## config.mk

```make
export PLATFORM = sky130hd
export DESIGN_NAME = fbfd_raster
export DESIGN_NICKNAME = d
export VERILOG_FILES = /design/src/rtl/fbfd_pkg.sv /design/src/rtl/fbfd_raster.sv
export SDC_FILE = /design/constraint.sdc
export NUM_CORES = 1
export LEC_CHECK = 0
export BUFFER_PORTS_ARGS = -buffer_cell sky130_fd_sc_hd__buf_2
export CORE_ASPECT_RATIO = 1.4
export CORE_MARGIN = 3
export CORE_UTILIZATION = 50
export DETAILED_ROUTE_END_ITERATION = 10
export GPL_ROUTABILITY_DRIVEN = 0
export PLACE_DENSITY = 0.72
export SLEW_MARGIN = 20
export SYNTH_ARGS = -nofsm -noshare
export SYNTH_HDL_FRONTEND = slang
export SYNTH_SLANG_ARGS = --single-unit
```

## constraint.sdc

```tcl
create_clock -name clk -period 3.1 [get_ports clk]
set_input_delay 0.155 -clock clk [delete_from_list [all_inputs] [get_ports clk]]
set_output_delay 0.155 -clock clk [all_outputs]
set_load 0.01 [all_outputs]
```

## src/rtl/fbfd_pkg.sv

```systemverilog
package fbfd_pkg;

    // Screen geometry and derived widths
    localparam int SCREEN_WIDTH  = 160;
    localparam int SCREEN_HEIGHT = 80;
    localparam int PIX_COUNT     = SCREEN_WIDTH * SCREEN_HEIGHT;
    localparam int COL_W         = $clog2(SCREEN_WIDTH);
    localparam int ROW_W         = $clog2(SCREEN_HEIGHT);
    localparam int ADDR_W        = $clog2(PIX_COUNT);
    localparam int PIX_W         = 16;
    localparam int FIELD_W       = 16;
    // Wide enough for x + w - 1 + 1 with two 16-bit signed operands
    localparam int COORD_W       = 20;

    // Widths of the reported box fields
    localparam int OUT_COL_W     = 8;
    localparam int OUT_ROW_W     = 7;

    typedef logic signed [COORD_W-1:0] coord_t;
    typedef logic [COL_W-1:0]          col_t;
    typedef logic [ROW_W-1:0]          row_t;
    typedef logic [ADDR_W-1:0]         addr_t;
    typedef logic [PIX_W-1:0]          pix_t;

    // Command codes
    typedef enum logic [2:0] {
        MODE_PIXEL      = 3'd0,
        MODE_FILL       = 3'd1,
        MODE_OUTLINE    = 3'd2,
        MODE_CLEAR      = 3'd3,
        MODE_INVALIDATE = 3'd4,
        MODE_TAKE       = 3'd5,
        MODE_READ       = 3'd6,
        MODE_SPARE      = 3'd7
    } mode_t;

    // Sides of an outline, drawn one after another
    typedef enum logic [1:0] {
        SIDE_TOP    = 2'd0,
        SIDE_BOTTOM = 2'd1,
        SIDE_LEFT   = 2'd2,
        SIDE_RIGHT  = 2'd3
    } side_t;

    // Command sequencer states
    typedef enum logic [3:0] {
        ST_WIPE_GO,
        ST_WIPE,
        ST_IDLE,
        ST_DECODE,
        ST_PICK,
        ST_CLIP,
        ST_DRAW,
        ST_LOOKUP,
        ST_FETCH,
        ST_REPLY
    } seq_state_t;

    // Raster engine states
    typedef enum logic [1:0] {
        R_IDLE,
        R_SETUP,
        R_RUN
    } raster_state_t;

    // Clipped rectangle, inclusive bounds, all on screen
    typedef struct packed {
        col_t col_lo;
        col_t col_hi;
        row_t row_lo;
        row_t row_hi;
    } rect_t;

    // One memory access
    typedef struct packed {
        logic  we;
        addr_t addr;
        pix_t  data;
    } mem_req_t;

    // Requests to the dirty box unit
    typedef struct packed {
        logic grow;
        logic full;
        logic take;
    } box_ctl_t;

    // Dirty box state
    typedef struct packed {
        logic valid;
        col_t left;
        row_t top;
        col_t right;
        row_t bottom;
    } box_t;

    localparam rect_t FULL_RECT = '{
        col_lo: '0,
        col_hi: COL_W'(SCREEN_WIDTH - 1),
        row_lo: '0,
        row_hi: ROW_W'(SCREEN_HEIGHT - 1)
    };

endpackage

```

## src/rtl/fbfd_raster.sv

```systemverilog
module fbfd_raster (
    input  logic                 clk,
    input  logic                 rst_n,
    input  logic                 start,
    input  fbfd_pkg::rect_t      rect,
    input  fbfd_pkg::pix_t       color,
    output fbfd_pkg::mem_req_t   wr,
    output logic                 done,
    output logic                 active
);

    fbfd_pkg::raster_state_t state_reg, state_next;
    fbfd_pkg::rect_t         rect_reg;
    fbfd_pkg::pix_t          color_reg;
    fbfd_pkg::col_t          col_reg;
    fbfd_pkg::row_t          row_reg;
    fbfd_pkg::addr_t         addr_reg;
    fbfd_pkg::addr_t         line_reg;
    logic                    last_col;
    logic                    last_pix;

    assign last_col = (col_reg == rect_reg.col_hi);
    assign last_pix = last_col && (row_reg == rect_reg.row_hi);

    // Next state
    always_comb
    begin
        state_next = state_reg;
        case (state_reg)
            fbfd_pkg::R_IDLE:
            begin
                if (start)
                begin
                    state_next = fbfd_pkg::R_SETUP;
                end
            end
            fbfd_pkg::R_SETUP:
            begin
                state_next = fbfd_pkg::R_RUN;
            end
            fbfd_pkg::R_RUN:
            begin
                if (last_pix)
                begin
                    state_next = fbfd_pkg::R_IDLE;
                end
            end
            default:
            begin
                state_next = fbfd_pkg::R_IDLE;
            end
        endcase
    end

    // Outputs: one pixel written per cycle while running
    always_comb
    begin
        wr.we   = (state_reg == fbfd_pkg::R_RUN);
        wr.addr = addr_reg;
        wr.data = color_reg;
        done    = (state_reg == fbfd_pkg::R_RUN) && last_pix;
        active  = (state_reg != fbfd_pkg::R_IDLE);
    end

    always_ff @(posedge clk or negedge rst_n)
    begin
        if (!rst_n)
        begin
            state_reg <= fbfd_pkg::R_IDLE;
        end
        else
        begin
            state_reg <= state_next;
        end
    end

    // Raster walk: the address follows the column, the line start steps by one row
    always_ff @(posedge clk)
    begin
        case (state_reg)
            fbfd_pkg::R_IDLE:
            begin
                if (start)
                begin
                    rect_reg  <= rect;
                    color_reg <= color;
                end
            end
            fbfd_pkg::R_SETUP:
            begin
                col_reg  <= rect_reg.col_lo;
                row_reg  <= rect_reg.row_lo;
                line_reg <= fbfd_pkg::ADDR_W'(
                                fbfd_pkg::ADDR_W'(rect_reg.row_lo)
                                * fbfd_pkg::ADDR_W'(fbfd_pkg::SCREEN_WIDTH))
                            + fbfd_pkg::ADDR_W'(rect_reg.col_lo);
                addr_reg <= fbfd_pkg::ADDR_W'(
                                fbfd_pkg::ADDR_W'(rect_reg.row_lo)
                                * fbfd_pkg::ADDR_W'(fbfd_pkg::SCREEN_WIDTH))
                            + fbfd_pkg::ADDR_W'(rect_reg.col_lo);
            end
            fbfd_pkg::R_RUN:
            begin
                if (last_col)
                begin
                    col_reg  <= rect_reg.col_lo;
                    row_reg  <= row_reg + fbfd_pkg::ROW_W'(1);
                    line_reg <= line_reg + fbfd_pkg::ADDR_W'(fbfd_pkg::SCREEN_WIDTH);
                    addr_reg <= line_reg + fbfd_pkg::ADDR_W'(fbfd_pkg::SCREEN_WIDTH);
                end
                else
                begin
                    col_reg  <= col_reg + fbfd_pkg::COL_W'(1);
                    addr_reg <= addr_reg + fbfd_pkg::ADDR_W'(1);
                end
            end
            default:
            begin
            end
        endcase
    end

endmodule

```

==> out/summary.log <==
INFO  synthesis      synth.avg_cell_area=13.1um^2
INFO  sta            period_needed=2.75ns
INFO  synthesis      post_synth_instance_area=4470um^2
INFO  synthesis      yosys-top-cells-area=sky130_fd_sc_hd__edfxtp_1, sky130_fd_sc_hd__ha_1, sky130_fd_sc_hd__xor2_1, sky130_fd_sc_hd__xnor2_1, sky130_fd_sc_hd__o21ai_0
INFO  sta            fmax=363MHz
INFO  place          instance_area_at_placement=5000um^2
INFO  clock_tree     clk_transition_reported_paths=0.06ns
INFO  finish         post-route-util=66.6%
INFO  power          netSwitchingPower=0.482mW
INFO  sta            period_share=88.8%
INFO  flow_run       maxCapViolations=0
INFO  worst_setup_path startpoint=rect_reg[8]
INFO  power          finalPower=2.51mW
INFO  synthesis      synth_cell_type_count=39
INFO  finish         num-nets-final=550
INFO  clock_tree     cts-hold-fix-buffers=47
INFO  clock_tree     ctsLongestPathBuffers=2
INFO  clock_tree     clock_sinks=91
INFO  routing        detail-route-antenna-nets=0
INFO  clock_tree     cts_tree=yes
INFO  worst_setup_path worst-r2r-setup-slack=0.35ns
INFO  clock_tree     cts_repair_resize_count=0
INFO  global_routing grt_max_degree=47
INFO  routing        vias=3047
INFO  worst_setup_path crit_fanout=4
INFO  routing        iteration_0_drc_markers=210
INFO  synthesis      ys_seq_elements=91
INFO  worst_setup_path end_kind=flip-flop
INFO  sta            setup_ws=0.348ns
INFO  synthesis      syn_nets=414
INFO  finish         post_route_cells_drive_above_1_share=22.6%
INFO  finish         insertedDiodeCount=0
INFO  synthesis      post_synth_inst_count=342
INFO  finish         final_cell_area=5770um^2
INFO  floorplanning  die-width=85.9um
INFO  min_path       hold_path_class=in2async
INFO  finish         multi_input_area=1680um^2
INFO  sta            timing.clock.skew=0.00499ns
INFO  power          worst_ir_drop_vdd=0.000421V
INFO  clock_tree     h-tree-depth=3
INFO  global_routing grtUsageTotal=19.7%
INFO  place          detailedPlace.worstSlack=0.356ns
INFO  sta            timing_max_transition_violations_final=0
INFO  synthesis      synth_sequential_area_ratio=61.0%
INFO  routing        remaining_drc_errors=0
INFO  synthesis      synthDominantCellAreaShare=59.8%
INFO  worst_setup_path timing.critical_path.from_type=flip-flop
INFO  synthesis      synthDominantAreaCellType=sky130_fd_sc_hd__edfxtp_1
INFO  routing        detail_route.first_pass.iterations=4
INFO  clock_tree     count_of_buffers_added_by_post_cts_timing_repair_for_setup=0
INFO  worst_setup_path worst-setup-path-type=reg2reg
INFO  routing        via_per_inst=5.18
INFO  finish         layout.filler_cells=638
INFO  sta            fin_setup_tns=0ns
INFO  floorplanning  die_height=118um
INFO  floorplanning  fp.dieArea=10100um^2
INFO  global_routing number_of_global_route_vias_before_repair=3257
INFO  worst_setup_path regToRegEndpoint=line_reg[13]
INFO  clock_tree     cts_buffers=9
INFO  finish         final_cells=588
INFO  sta            hold_viol_final=0
INFO  sta            worst_hold_slack=0.133ns
INFO  global_routing globalRouteOverflowTotal=0
INFO  power          leakagePower=2.25nW
INFO  sta            timing.max_slew.rel_slack=30.5%
INFO  worst_setup_path worst_ep_arrival_time=2.83ns
INFO  synthesis      ys_warn_count=0
INFO  routing        route.final.wire_length=9180um
INFO  clock_tree     cts-root-buf=sky130_fd_sc_hd__clkbuf_16
INFO  power          switching_share=19.2%
INFO  sta            setup_repair_after_global_routing_missed_its_margin=false
INFO  run_status     status=finished, final reports clean
INFO  place          place.port_buffers=81
INFO  place          dp.cells=525
INFO  routing        drt-wirelength-per-cell=15.6um
INFO  floorplanning  core.rowCount=40
INFO  floorplanning  ios=82
INFO  floorplanning  start_util=51.6%
INFO  global_routing wire_length_of_the_first_global_routing_pass=15600um
INFO  worst_setup_path worst-r2r-cell-count=9
INFO  worst_setup_path worstReg2RegStart=rect_reg[8]
INFO  finish         area_growth_syn_to_layout=29.1%
INFO  power          p_int=2.02mW
INFO  sta            finalSetupViolations=0
INFO  sta            tightestPinTransition=1.04ns
INFO  clock_tree     clkLatencyLatePin=0.34ns
INFO  synthesis      synth_flop_cell=sky130_fd_sc_hd__edfxtp_1
INFO  power          seq_power_share=53.4%
INFO  synthesis      fraction_of_registers_with_async_set_or_reset_after_synthesis=2.20%
INFO  power          pwr-share-clk=43.5%
INFO  floorplanning  floorplan.core_area=8660um^2
INFO  finish         ff_latch_area=2720um^2
INFO  synthesis      synth_enable_flop_cells=89
INFO  power          power_density=434nW/um^2
INFO  worst_setup_path endpoint=line_reg[13]
INFO  finish         largest_register_ffs=30
INFO  global_routing antenna_found_initial=0
INFO  power          share_comb_of_total_power=3.1%
INFO  worst_setup_path required_arrival_time_at_the_worst_endpoint=3.18ns
INFO  place          hpwl=5970um
==> cells by family (layout without fill, tap and decap cells) <==
logic type	after synthesis	after routing	synth area share [%]
flops	91	91	61.0
simple gates	91	91	9.75
compound gates	56	56	7.06
xor+xnor	54	54	10.9
fa+ha+maj	23	23	6.78
buf+inv	16	157	1.57
mux	11	11	2.97
==> routing by layer <==
layer / track usage [%] / routed length, um / vias to the layer above
li1: - / - / 1513
met1: 24.3 / 3770 / 1443
met2: 33.2 / 4870 / 84
met3: 4.55 / 384 / 7
met4: 7.03 / 156 / 0
met5: 0 / 0 / -
==> layout by cell type (no fill, tap or decap), types with 8 or more instances in the layout <==
master and instances:
sky130_fd_sc_hd__edfxtp_1 89, sky130_fd_sc_hd__buf_2 81, sky130_fd_sc_hd__dlygate4sd3_1 47, sky130_fd_sc_hd__xor2_1 29
sky130_fd_sc_hd__nand2_1 29, sky130_fd_sc_hd__xnor2_1 24, sky130_fd_sc_hd__o21ai_0 23, sky130_fd_sc_hd__nor2_1 23
sky130_fd_sc_hd__ha_1 21, sky130_fd_sc_hd__a21oi_1 17, sky130_fd_sc_hd__nand3_1 13, sky130_fd_sc_hd__clkbuf_16 9
sky130_fd_sc_hd__inv_1 8
==> cell usage after synthesis (all sizes together) (3+ instances only) <==
master,number
edfxtp,89
nand2,30
xor2,29
o21ai,26
xnor2,24
nor2,23
ha,21
a21oi,17
nand3,13
inv,8
mux2i,6
nor2b,6
a21o,5
mux2,5
nand4,5
o21bai,5
buf,4
clkbuf,4
nor4,3
==> worst min path at each step <==
stage	slack, ns	endpoint	depth (start not counted)	from
2_1_floorplan	-0.14	state_reg[0]	0	rst_n
3_3_place_gp	-0.05	state_reg[0]	1	rst_n
3_5_place_dp	-0.05	state_reg[0]	1	rst_n
4_1_cts	0.13	state_reg[0]	2	rst_n
5_1_grt	0.13	state_reg[0]	2	rst_n
6_report	0.13	state_reg[0]	2	rst_n
==> power by group through the flow <==
stage                logic [mW]  clock network, mW  registers, mW
floorplan           0.000000758                  0           1.37
global placement         0.0276                  0           1.37
detailed placement       0.0288                  0           1.37
CTS                      0.0738               1.10           1.34
global route             0.0840               1.16           1.34
finish                   0.0776               1.09           1.34
==> layout make-up <==
class / instances / share of cell area (%)
clock buffers: 10 / 3.97
clock inverters: 6 / 1.13
inverters: 8 / 0.521
multi-input cells: 235 / 29.1
flip-flops and latches: 91 / 47.2
well taps: 105 / 2.28
repair buffers: 133 / 15.8
==> critical path: stages, from the launching register on <==
cell	delay (ns)
sky130_fd_sc_hd__edfxtp_1	0.46
sky130_fd_sc_hd__ha_1	0.33
sky130_fd_sc_hd__ha_1	0.22
sky130_fd_sc_hd__fa_1	0.41
sky130_fd_sc_hd__a21o_1	0.20
sky130_fd_sc_hd__a21oi_1	0.16
sky130_fd_sc_hd__xor2_1	0.25
sky130_fd_sc_hd__nor3_1	0.10
sky130_fd_sc_hd__xor3_1	0.27
sky130_fd_sc_hd__mux2i_1	0.09
Power figures use the tool's default switching activity.
