<file path="src/rtl/fbfd_pkg.sv">
package fbfd_pkg;

    // Screen geometry and derived widths
    localparam int SCREEN_WIDTH  = 160;
    localparam int SCREEN_HEIGHT = 80;
    localparam int PIX_COUNT     = SCREEN_WIDTH * SCREEN_HEIGHT;
    localparam int COL_W         = $clog2(SCREEN_WIDTH);
    localparam int ROW_W         = $clog2(SCREEN_HEIGHT);
    localparam int ADDR_W        = $clog2(PIX_COUNT);
    localparam int PIX_W         = 16;
    localparam int FIELD_W       = 16;
    // Wide enough for x + w - 1 + 1 with two 16-bit signed operands
    localparam int COORD_W       = 20;

    // Widths of the reported box fields
    localparam int OUT_COL_W     = 8;
    localparam int OUT_ROW_W     = 7;

    typedef logic signed [COORD_W-1:0] coord_t;
    typedef logic [COL_W-1:0]          col_t;
    typedef logic [ROW_W-1:0]          row_t;
    typedef logic [ADDR_W-1:0]         addr_t;
    typedef logic [PIX_W-1:0]          pix_t;

    // Command codes
    typedef enum logic [2:0] {
        MODE_PIXEL      = 3'd0,
        MODE_FILL       = 3'd1,
        MODE_OUTLINE    = 3'd2,
        MODE_CLEAR      = 3'd3,
        MODE_INVALIDATE = 3'd4,
        MODE_TAKE       = 3'd5,
        MODE_READ       = 3'd6,
        MODE_SPARE      = 3'd7
    } mode_t;

    // Sides of an outline, drawn one after another
    typedef enum logic [1:0] {
        SIDE_TOP    = 2'd0,
        SIDE_BOTTOM = 2'd1,
        SIDE_LEFT   = 2'd2,
        SIDE_RIGHT  = 2'd3
    } side_t;

    // Command sequencer states
    typedef enum logic [3:0] {
        ST_WIPE_GO,
        ST_WIPE,
        ST_IDLE,
        ST_DECODE,
        ST_PICK,
        ST_CLIP,
        ST_DRAW,
        ST_LOOKUP,
        ST_FETCH,
        ST_REPLY
    } seq_state_t;

    // Raster engine states
    typedef enum logic [1:0] {
        R_IDLE,
        R_SETUP,
        R_RUN
    } raster_state_t;

    // Clipped rectangle, inclusive bounds, all on screen
    typedef struct packed {
        col_t col_lo;
        col_t col_hi;
        row_t row_lo;
        row_t row_hi;
    } rect_t;

    // One memory access
    typedef struct packed {
        logic  we;
        addr_t addr;
        pix_t  data;
    } mem_req_t;

    // Requests to the dirty box unit
    typedef struct packed {
        logic grow;
        logic full;
        logic take;
    } box_ctl_t;

    // Dirty box state
    typedef struct packed {
        logic valid;
        col_t left;
        row_t top;
        col_t right;
        row_t bottom;
    } box_t;

    localparam rect_t FULL_RECT = '{
        col_lo: '0,
        col_hi: COL_W'(SCREEN_WIDTH - 1),
        row_lo: '0,
        row_hi: ROW_W'(SCREEN_HEIGHT - 1)
    };

endpackage

</file>
<file path="src/rtl/fbfd_box.sv">
module fbfd_box (
    input  logic                clk,
    input  logic                rst_n,
    input  fbfd_pkg::box_ctl_t  ctl,
    input  fbfd_pkg::rect_t     rect,
    output fbfd_pkg::box_t      box
);

    fbfd_pkg::box_t box_reg, box_next;

    // Full screen, else grow over the rect (restart if empty), else invalid
    always_comb
    begin
        box_next = box_reg;
        if (ctl.full)
        begin
            box_next.valid  = 1'b1;
            box_next.left   = fbfd_pkg::FULL_RECT.col_lo;
            box_next.top    = fbfd_pkg::FULL_RECT.row_lo;
            box_next.right  = fbfd_pkg::FULL_RECT.col_hi;
            box_next.bottom = fbfd_pkg::FULL_RECT.row_hi;
        end
        else if (ctl.grow)
        begin
            box_next.valid = 1'b1;
            if (!box_reg.valid || rect.col_lo < box_reg.left)
            begin
                box_next.left = rect.col_lo;
            end
            if (!box_reg.valid || rect.col_hi > box_reg.right)
            begin
                box_next.right = rect.col_hi;
            end
            if (!box_reg.valid || rect.row_lo < box_reg.top)
            begin
                box_next.top = rect.row_lo;
            end
            if (!box_reg.valid || rect.row_hi > box_reg.bottom)
            begin
                box_next.bottom = rect.row_hi;
            end
        end
        else if (ctl.take)
        begin
            box_next.valid = 1'b0;
        end
    end

    always_ff @(posedge clk or negedge rst_n)
    begin
        if (!rst_n)
        begin
            box_reg.valid  <= 1'b1;
            box_reg.left   <= fbfd_pkg::FULL_RECT.col_lo;
            box_reg.top    <= fbfd_pkg::FULL_RECT.row_lo;
            box_reg.right  <= fbfd_pkg::FULL_RECT.col_hi;
            box_reg.bottom <= fbfd_pkg::FULL_RECT.row_hi;
        end
        else
        begin
            box_reg <= box_next;
        end
    end

    assign box = box_reg;

endmodule

</file>
<file path="config.mk">
export PLATFORM = sky130hd
export DESIGN_NAME = fbfd_box
export DESIGN_NICKNAME = d
export VERILOG_FILES = /design/src/rtl/fbfd_pkg.sv /design/src/rtl/fbfd_box.sv
export SDC_FILE = /design/constraint.sdc
export NUM_CORES = 1
export LEC_CHECK = 0
export BUFFER_PORTS_ARGS = -buffer_cell sky130_fd_sc_hd__buf_2
export CORE_MARGIN = 3
export CORE_UTILIZATION = 52
export CTS_CLUSTER_SIZE = 8
export DETAILED_ROUTE_END_ITERATION = 7
export PLACE_DENSITY = 0.92
export SYNTH_ARGS = -nofsm -noshare
export SYNTH_HDL_FRONTEND = slang
export SYNTH_SLANG_ARGS = --single-unit
</file>
<file path="constraint.sdc">
create_clock -name clk -period 2 [get_ports clk]
set_input_delay 0.5 -clock clk [delete_from_list [all_inputs] [get_ports clk]]
set_output_delay 0.5 -clock clk [all_outputs]
set_load 0.01 [all_outputs]
</file>
==> run metrics, run 1 <==
status finished clean; Final nets 363; IO Pins 66; DIE AREA 0.00501 mm2; layout cell share with drive strength beyond 1 35.5%; Leak 1.44 nW; leading cell types by count after synthesis 32 x nand2b_1, 29 x inv_1, 29 x mux2i_1; Clock Sinks 31; first-pass GRT wire length 8140 um; CORE AREA 0.00385 mm2; Final WS setup 0.0710 ns; Internal Power 0.00138 W; flops & latches, synth 31; critical path class register to register; P_sw 0.000584 W; Fillers 289; Area growth syn-to-layout 29.2%; Sum Neg Setup Slack 0 ns; Final ANT Viol Nets 0; Cell Chain, Critical Path inv_1 > ha_1 > o21ai_0 > o21ai_0 > o211ai_1 > a21oi_4 > buf_12 > mux2i_1; CTS H-tree depth 2; combined flip-flop and latch cell area 791 um2; Compound-Gate Fraction of Synth Area 8.65%; Mapped Cells 225; drt first-iter violations 161; Max Fanout on Critical Path 8; GRT Util Overall 20.4%; worst slew pin tran 0.711 ns; via count 1855; FF-to-FF setup slack 0.07 ns; Buf+Inv Stages, Crit Path 2; wire length per cell 14.1 um; clock buffer depth 2; TritonCTS clock tree yes; GRT Residual Overflow 0; # rows 22; Initial Util 56.7%; # port buffers 65; fin util 73.2%; Max Slew Vio Count 0; most frequent cell after synthesis nand2b_1; Yosys cell types 33; vias in the first global route 1810; clock period minus worst slack 1.93 ns; Setup Skew 0.00776 ns; type of origin of the critical path register; Post-Synth Simple-Gate Area 18.7%; Hold/Removal Path Class input port to asynchronous set/reset pin; final hold violation count 0; chip width 70.8 um; Ys Warns 0; Rel. slew slack 52.6%; Die Ht 70.8 um; Mapped Area 0.00218 mm2; Final Setup Violations 0; area of the multi-input gates 0.00131 mm2; antenna violations before repair 0; MaxCap Viol Count 0; post-synthesis sequential area ratio 36.2%; syn_nets 288; # DRC 0; xor-xnor portion of the synthesized cell area 0%; syn avg cell area 9.71 um2; # diodes 0; mux share of post-synthesis cell area 14.0%; CTS Buf Count 5; CP Capture Type register; HPWL Detailed 3500 um; gpl congestion 0.778; drt first pass iters 4; largest area contributor in the netlist dfrtp_1; crit-path max cell delay 0.55 ns; Yosys top cell area share 21.8%; pre-CTS WS -0.171 ns; vias per cell 5.32; Worst EP required 2.22 ns; Worst VDD drop 403 uV; f_max 518 MHz; max reg flops 31; Clk network pwr share 33.3%; CP dominant cell by count o21ai_0; number of synthesized flops with an enable pin 0; post-synthesis adder-cell area fraction 16.0%; Top FF cell, synth dfrtp_1; Top delay family on crit path compound AO/OA/AOI/OAI gates; Gate power share 29.1%; sw frac 29.7%; Routed WL 4910 um; slowest CP cell dfstp_2; Reg clk slew, reported paths 0.07 ns; Reg power frac 37.5%; pin count of the biggest net entering global routing 56; Async S/R FF share, synth 100%; synth top area cells dfrtp_1 22%, ha_1 16%, dfstp_2 14%; critical path arrival 2.15 ns; main combinational cell family by area after synthesis simple AND/OR/NAND/NOR gates; power per cell area 696 mW/mm2; CTS Root Cell clkbuf_8; latest clock arrival within the worst-skew pair 0.30 ns; Final period util 96.5%
==> placed cells by master, fill, tap and decap left out, types with 2 or more instances in the layout <==
cell      Yosys  layout
buf_2         1      65
nand2b_1     32      32
inv_1        29      28
mux2i_1      29      28
nor2_1       26      26
ha_1         28      26
dfrtp_1      19      19
dfstp_2      12      12
buf_4         0       7
clkbuf_8      0       6
nor2b_1       5       5
o21ai_0       6       4
nand4_1       4       4
o21a_1        3       3
a21oi_1       3       3
inv_2         1       2
o21ai_1       0       2
a211oi_1      2       2
o211ai_1      2       2
a21oi_4       0       2
ha_4          0       2
buf_12        0       2
==> logic make-up (layout without fill, tap and decap cells) <==
group	Yosys count	in the layout
fa+ha+maj	28	28
simple gates	74	74
mux	30	30
compound gates	25	25
flops	31	31
buf+inv	37	113
==> repair_timing <==
item                                   CTS  global route
setup buffers                            0             3
setup endpoints to repair               15            27
resized for setup                        2            10
pin swaps                                0             2
endpoints found under the hold margin    0             0
hold buffers                             0             0
==> layout make-up <==
type | instances | share of cell area [%]
flip-flops and latches | 31 | 28.0
well taps | 48 | 2.13
multi-input cells | 157 | 46.5
clock inverters | 2 | 1.24
inverters | 30 | 3.99
repair buffers | 75 | 15.2
clock buffers | 6 | 2.93
==> power groups by stage <==
stage | Sequential, W | Clock (W) | Combinational [W]
final | 0.000737 | 0.000654 | 0.000572
after global routing | 0.000745 | 0.000701 | 0.000637
after CTS | 0.000737 | 0.000666 | 0.000525
after detailed placement | 0.000747 | 0 | 0.000512
after global placement | 0.000744 | 0 | 0.000492
after floorplan | 0.000770 | 0 | 0.000288
==> path summary, 6_finish.rpt <==
kind,cells past startpoint,from,endpoint
max,8,box[14],box[12]
min,1,rst_n,box[23]
max reg2reg,8,box[14],box[12]
min reg2reg,2,box[8],box[8]
max in group asynchronous,1,rst_n,box[4]
min in group clk,2,ctl[0],box[30]
==> layer usage <==
layer	GRT usage [%]	part of all wire (%)	wire length, um	vias to the layer above
met5	0	0	0	-
met4	8.35	2.5	121	0
met3	3.84	5.4	267	11
met2	35.5	50	2480	52
met1	24.5	42	2040	887
li1	-	-	-	905
==> per-stage QoR <==
| step | cell area, um2 | hold WS, ns | total power (W) | cells |
|---|---|---|---|---|
| 2_1_floorplan | 2180 | 0.204 | 0.00106 | 225 |
| 3_3_place_gp | 2590 | 0.502 | 0.00124 | 338 |
| 4_1_cts | 2730 | 0.275 | 0.00193 | 346 |
| 5_1_grt | 2820 | 0.301 | 0.00208 | 349 |
| 3_5_place_dp | 2590 | 0.510 | 0.00126 | 338 |
| 6_report | 2820 | 0.253 | 0.00196 | 349 |
(Power assumes the default switching activity.)
==> run 2, diff against run 1 <==
==> constraint.sdc (replaced) <==
create_clock -name clk -period 2 [get_ports clk]
set_input_delay 0 -clock clk [delete_from_list [all_inputs] [get_ports clk]]
set_output_delay 0 -clock clk [all_outputs]
set_load 0.01 [all_outputs]
==> run 2 against run 1 <==
  * Via count is 5.6% higher
  * Critical path depth did not move
  * Combinational power is 2% higher
  * Critical path type unchanged
  * Power decreased by 7.9%
  * Critical endpoint is now box[28]
  * Cell count rose by 7.2%
==> run metrics, run 2 (synthesis gave the netlist of run 1 again) <==
latest clock arrival within the worst-skew pair 0.28 ns; Clock Sinks 31; Max Slew Vio Count 0; fin util 77.8%; layout cell share with drive strength beyond 1 31.9%; wire length per cell 14.4 um; Fillers 266; worst slew pin tran 0.691 ns; # port buffers 65; type of origin of the critical path register; post-CTS setup buffers 0; Leak 1.52 nW; CTS H-tree depth 2; MaxCap Viol Count 0; Area growth syn-to-layout 37.2%; DIE AREA 0.00501 mm2; CTS Buf Count 5; via count 1958; Hold/Removal Path Class input port to register; TritonCTS clock tree yes; Top delay family on crit path compound AO/OA/AOI/OAI gates; # diodes 0; Final period util 96.7%; first-pass GRT wire length 8870 um; # DRC 0; crit-path max cell delay 0.42 ns; critical path arrival 2.14 ns; Routed WL 5390 um; Setup Skew 0.00557 ns; Buf+Inv Stages, Crit Path 2; slowest CP cell a222oi_1; clock buffer depth 2; clock period minus worst slack 1.93 ns; CP Capture Type register; Reg clk slew, reported paths 0.06 ns; critical path class register to register; Final Setup Violations 0; status finished clean; IO Pins 66; Final nets 388; most frequent cells in the layout 65 x buf_2, 32 x nand2b_1, 28 x inv_1, 28 x mux2i_1; area of the multi-input gates 0.00129 mm2; Max Fanout on Critical Path 6; Rel. slew slack 54.0%; Final ANT Viol Nets 0; final hold violation count 0; Worst VDD drop 444 uV; vias per cell 5.24; GRT Util Overall 22.5%; CORE AREA 0.00385 mm2; RSZ-0062 raised after global routing yes; Cell Chain, Critical Path inv_2 > ha_4 > a21oi_2 > nor2b_2 > nor3b_2 > a222oi_1 > buf_4 > mux2i_1; max reg flops 31; gpl congestion 0.771; CTS Root Cell clkbuf_8; GRT Residual Overflow 0; vias in the first global route 1986; FF-to-FF setup slack 0.07 ns; chip width 70.8 um; f_max 517 MHz; HPWL Detailed 3680 um; Finished Layout Cells 374; # rows 22; power per cell area 603 mW/mm2; drt first pass iters 4; Die Ht 70.8 um; Initial Util 56.7%; pin count of the biggest net entering global routing 56; commonest non-fill, non-tap cell in the layout buf_2; antenna violations before repair 0; Worst EP required 2.20 ns; combined flip-flop and latch cell area 791 um2; number of cells after detailed placement 339; Sum Neg Setup Slack 0 ns; drt first-iter violations 69
[run 2: area by class of cell]
cell class                 count  share of cell area (%)
clock buffer                   8                    2.67
inverter                      30                    3.76
multi-input combinational    157                    43.2
sequential                    31                    26.4
tap                           48                    2.00
timing repair buffer         100                    22.0
[run 2: worst paths after layout]
kind / startpoint / cells after the start / endpoint
worst min register to register: box[9] / 2 / box[9]
worst min-delay path: rect[1] / 3 / box[1]
min in group asynchronous: rst_n / 2 / box[24]
worst max-delay path: box[28] / 8 / box[28]
worst max register to register: box[28] / 8 / box[28]
max in group asynchronous: rst_n / 2 / box[13]
[run 2: worst register-to-register path: cells and delay by family (launching register included)]
family | cells | cell delay [ns]
flops | 1 | 0.39
buf+inv | 2 | 0.32
compound gates | 2 | 0.47
fa+ha+maj | 1 | 0.27
simple gates | 2 | 0.20
mux | 1 | 0.21
[run 2: per-stage QoR]
| stage | setup slack, ns | total power (W) | hold WS [ns] | cell area, um2 |
|---|---|---|---|---|
| after floorplan | 0.0776 | 0.00106 | -0.296 | 2180 |
| after global placement | 0.0659 | 0.00124 | 0.0849 | 2600 |
| after detailed placement | 0.0402 | 0.00126 | 0.0952 | 2600 |
| after CTS | 0.0134 | 0.00179 | 0.00414 | 2950 |
| after global routing | -0.0179 | 0.00191 | 0.0270 | 3000 |
| final | 0.0658 | 0.00181 | 0.0128 | 3000 |
[run 2: routing by layer]
layer / routed length [um] / track usage, % / vias up
li1: - / - / 963
met5: 0 / 0 / -
met3: 281 / 6.39 / 15
met1: 2180 / 24.4 / 928
met2: 2810 / 40.8 / 52
met4: 116 / 8.98 / 0
[run 2: timing repair]
item,CTS,global route
endpoints found under the setup margin,0,30
hold buffers,27,0
endpoints found under the hold margin,45,0
resized for setup,0,12
[run 2: power breakdown]
part           switching, W  total, W  internal (W)
registers         0.0000425  0.000739      0.000696
logic              0.000292  0.000586      0.000293
clock network      0.000236  0.000483      0.000247
total              0.000571   0.00181       0.00124
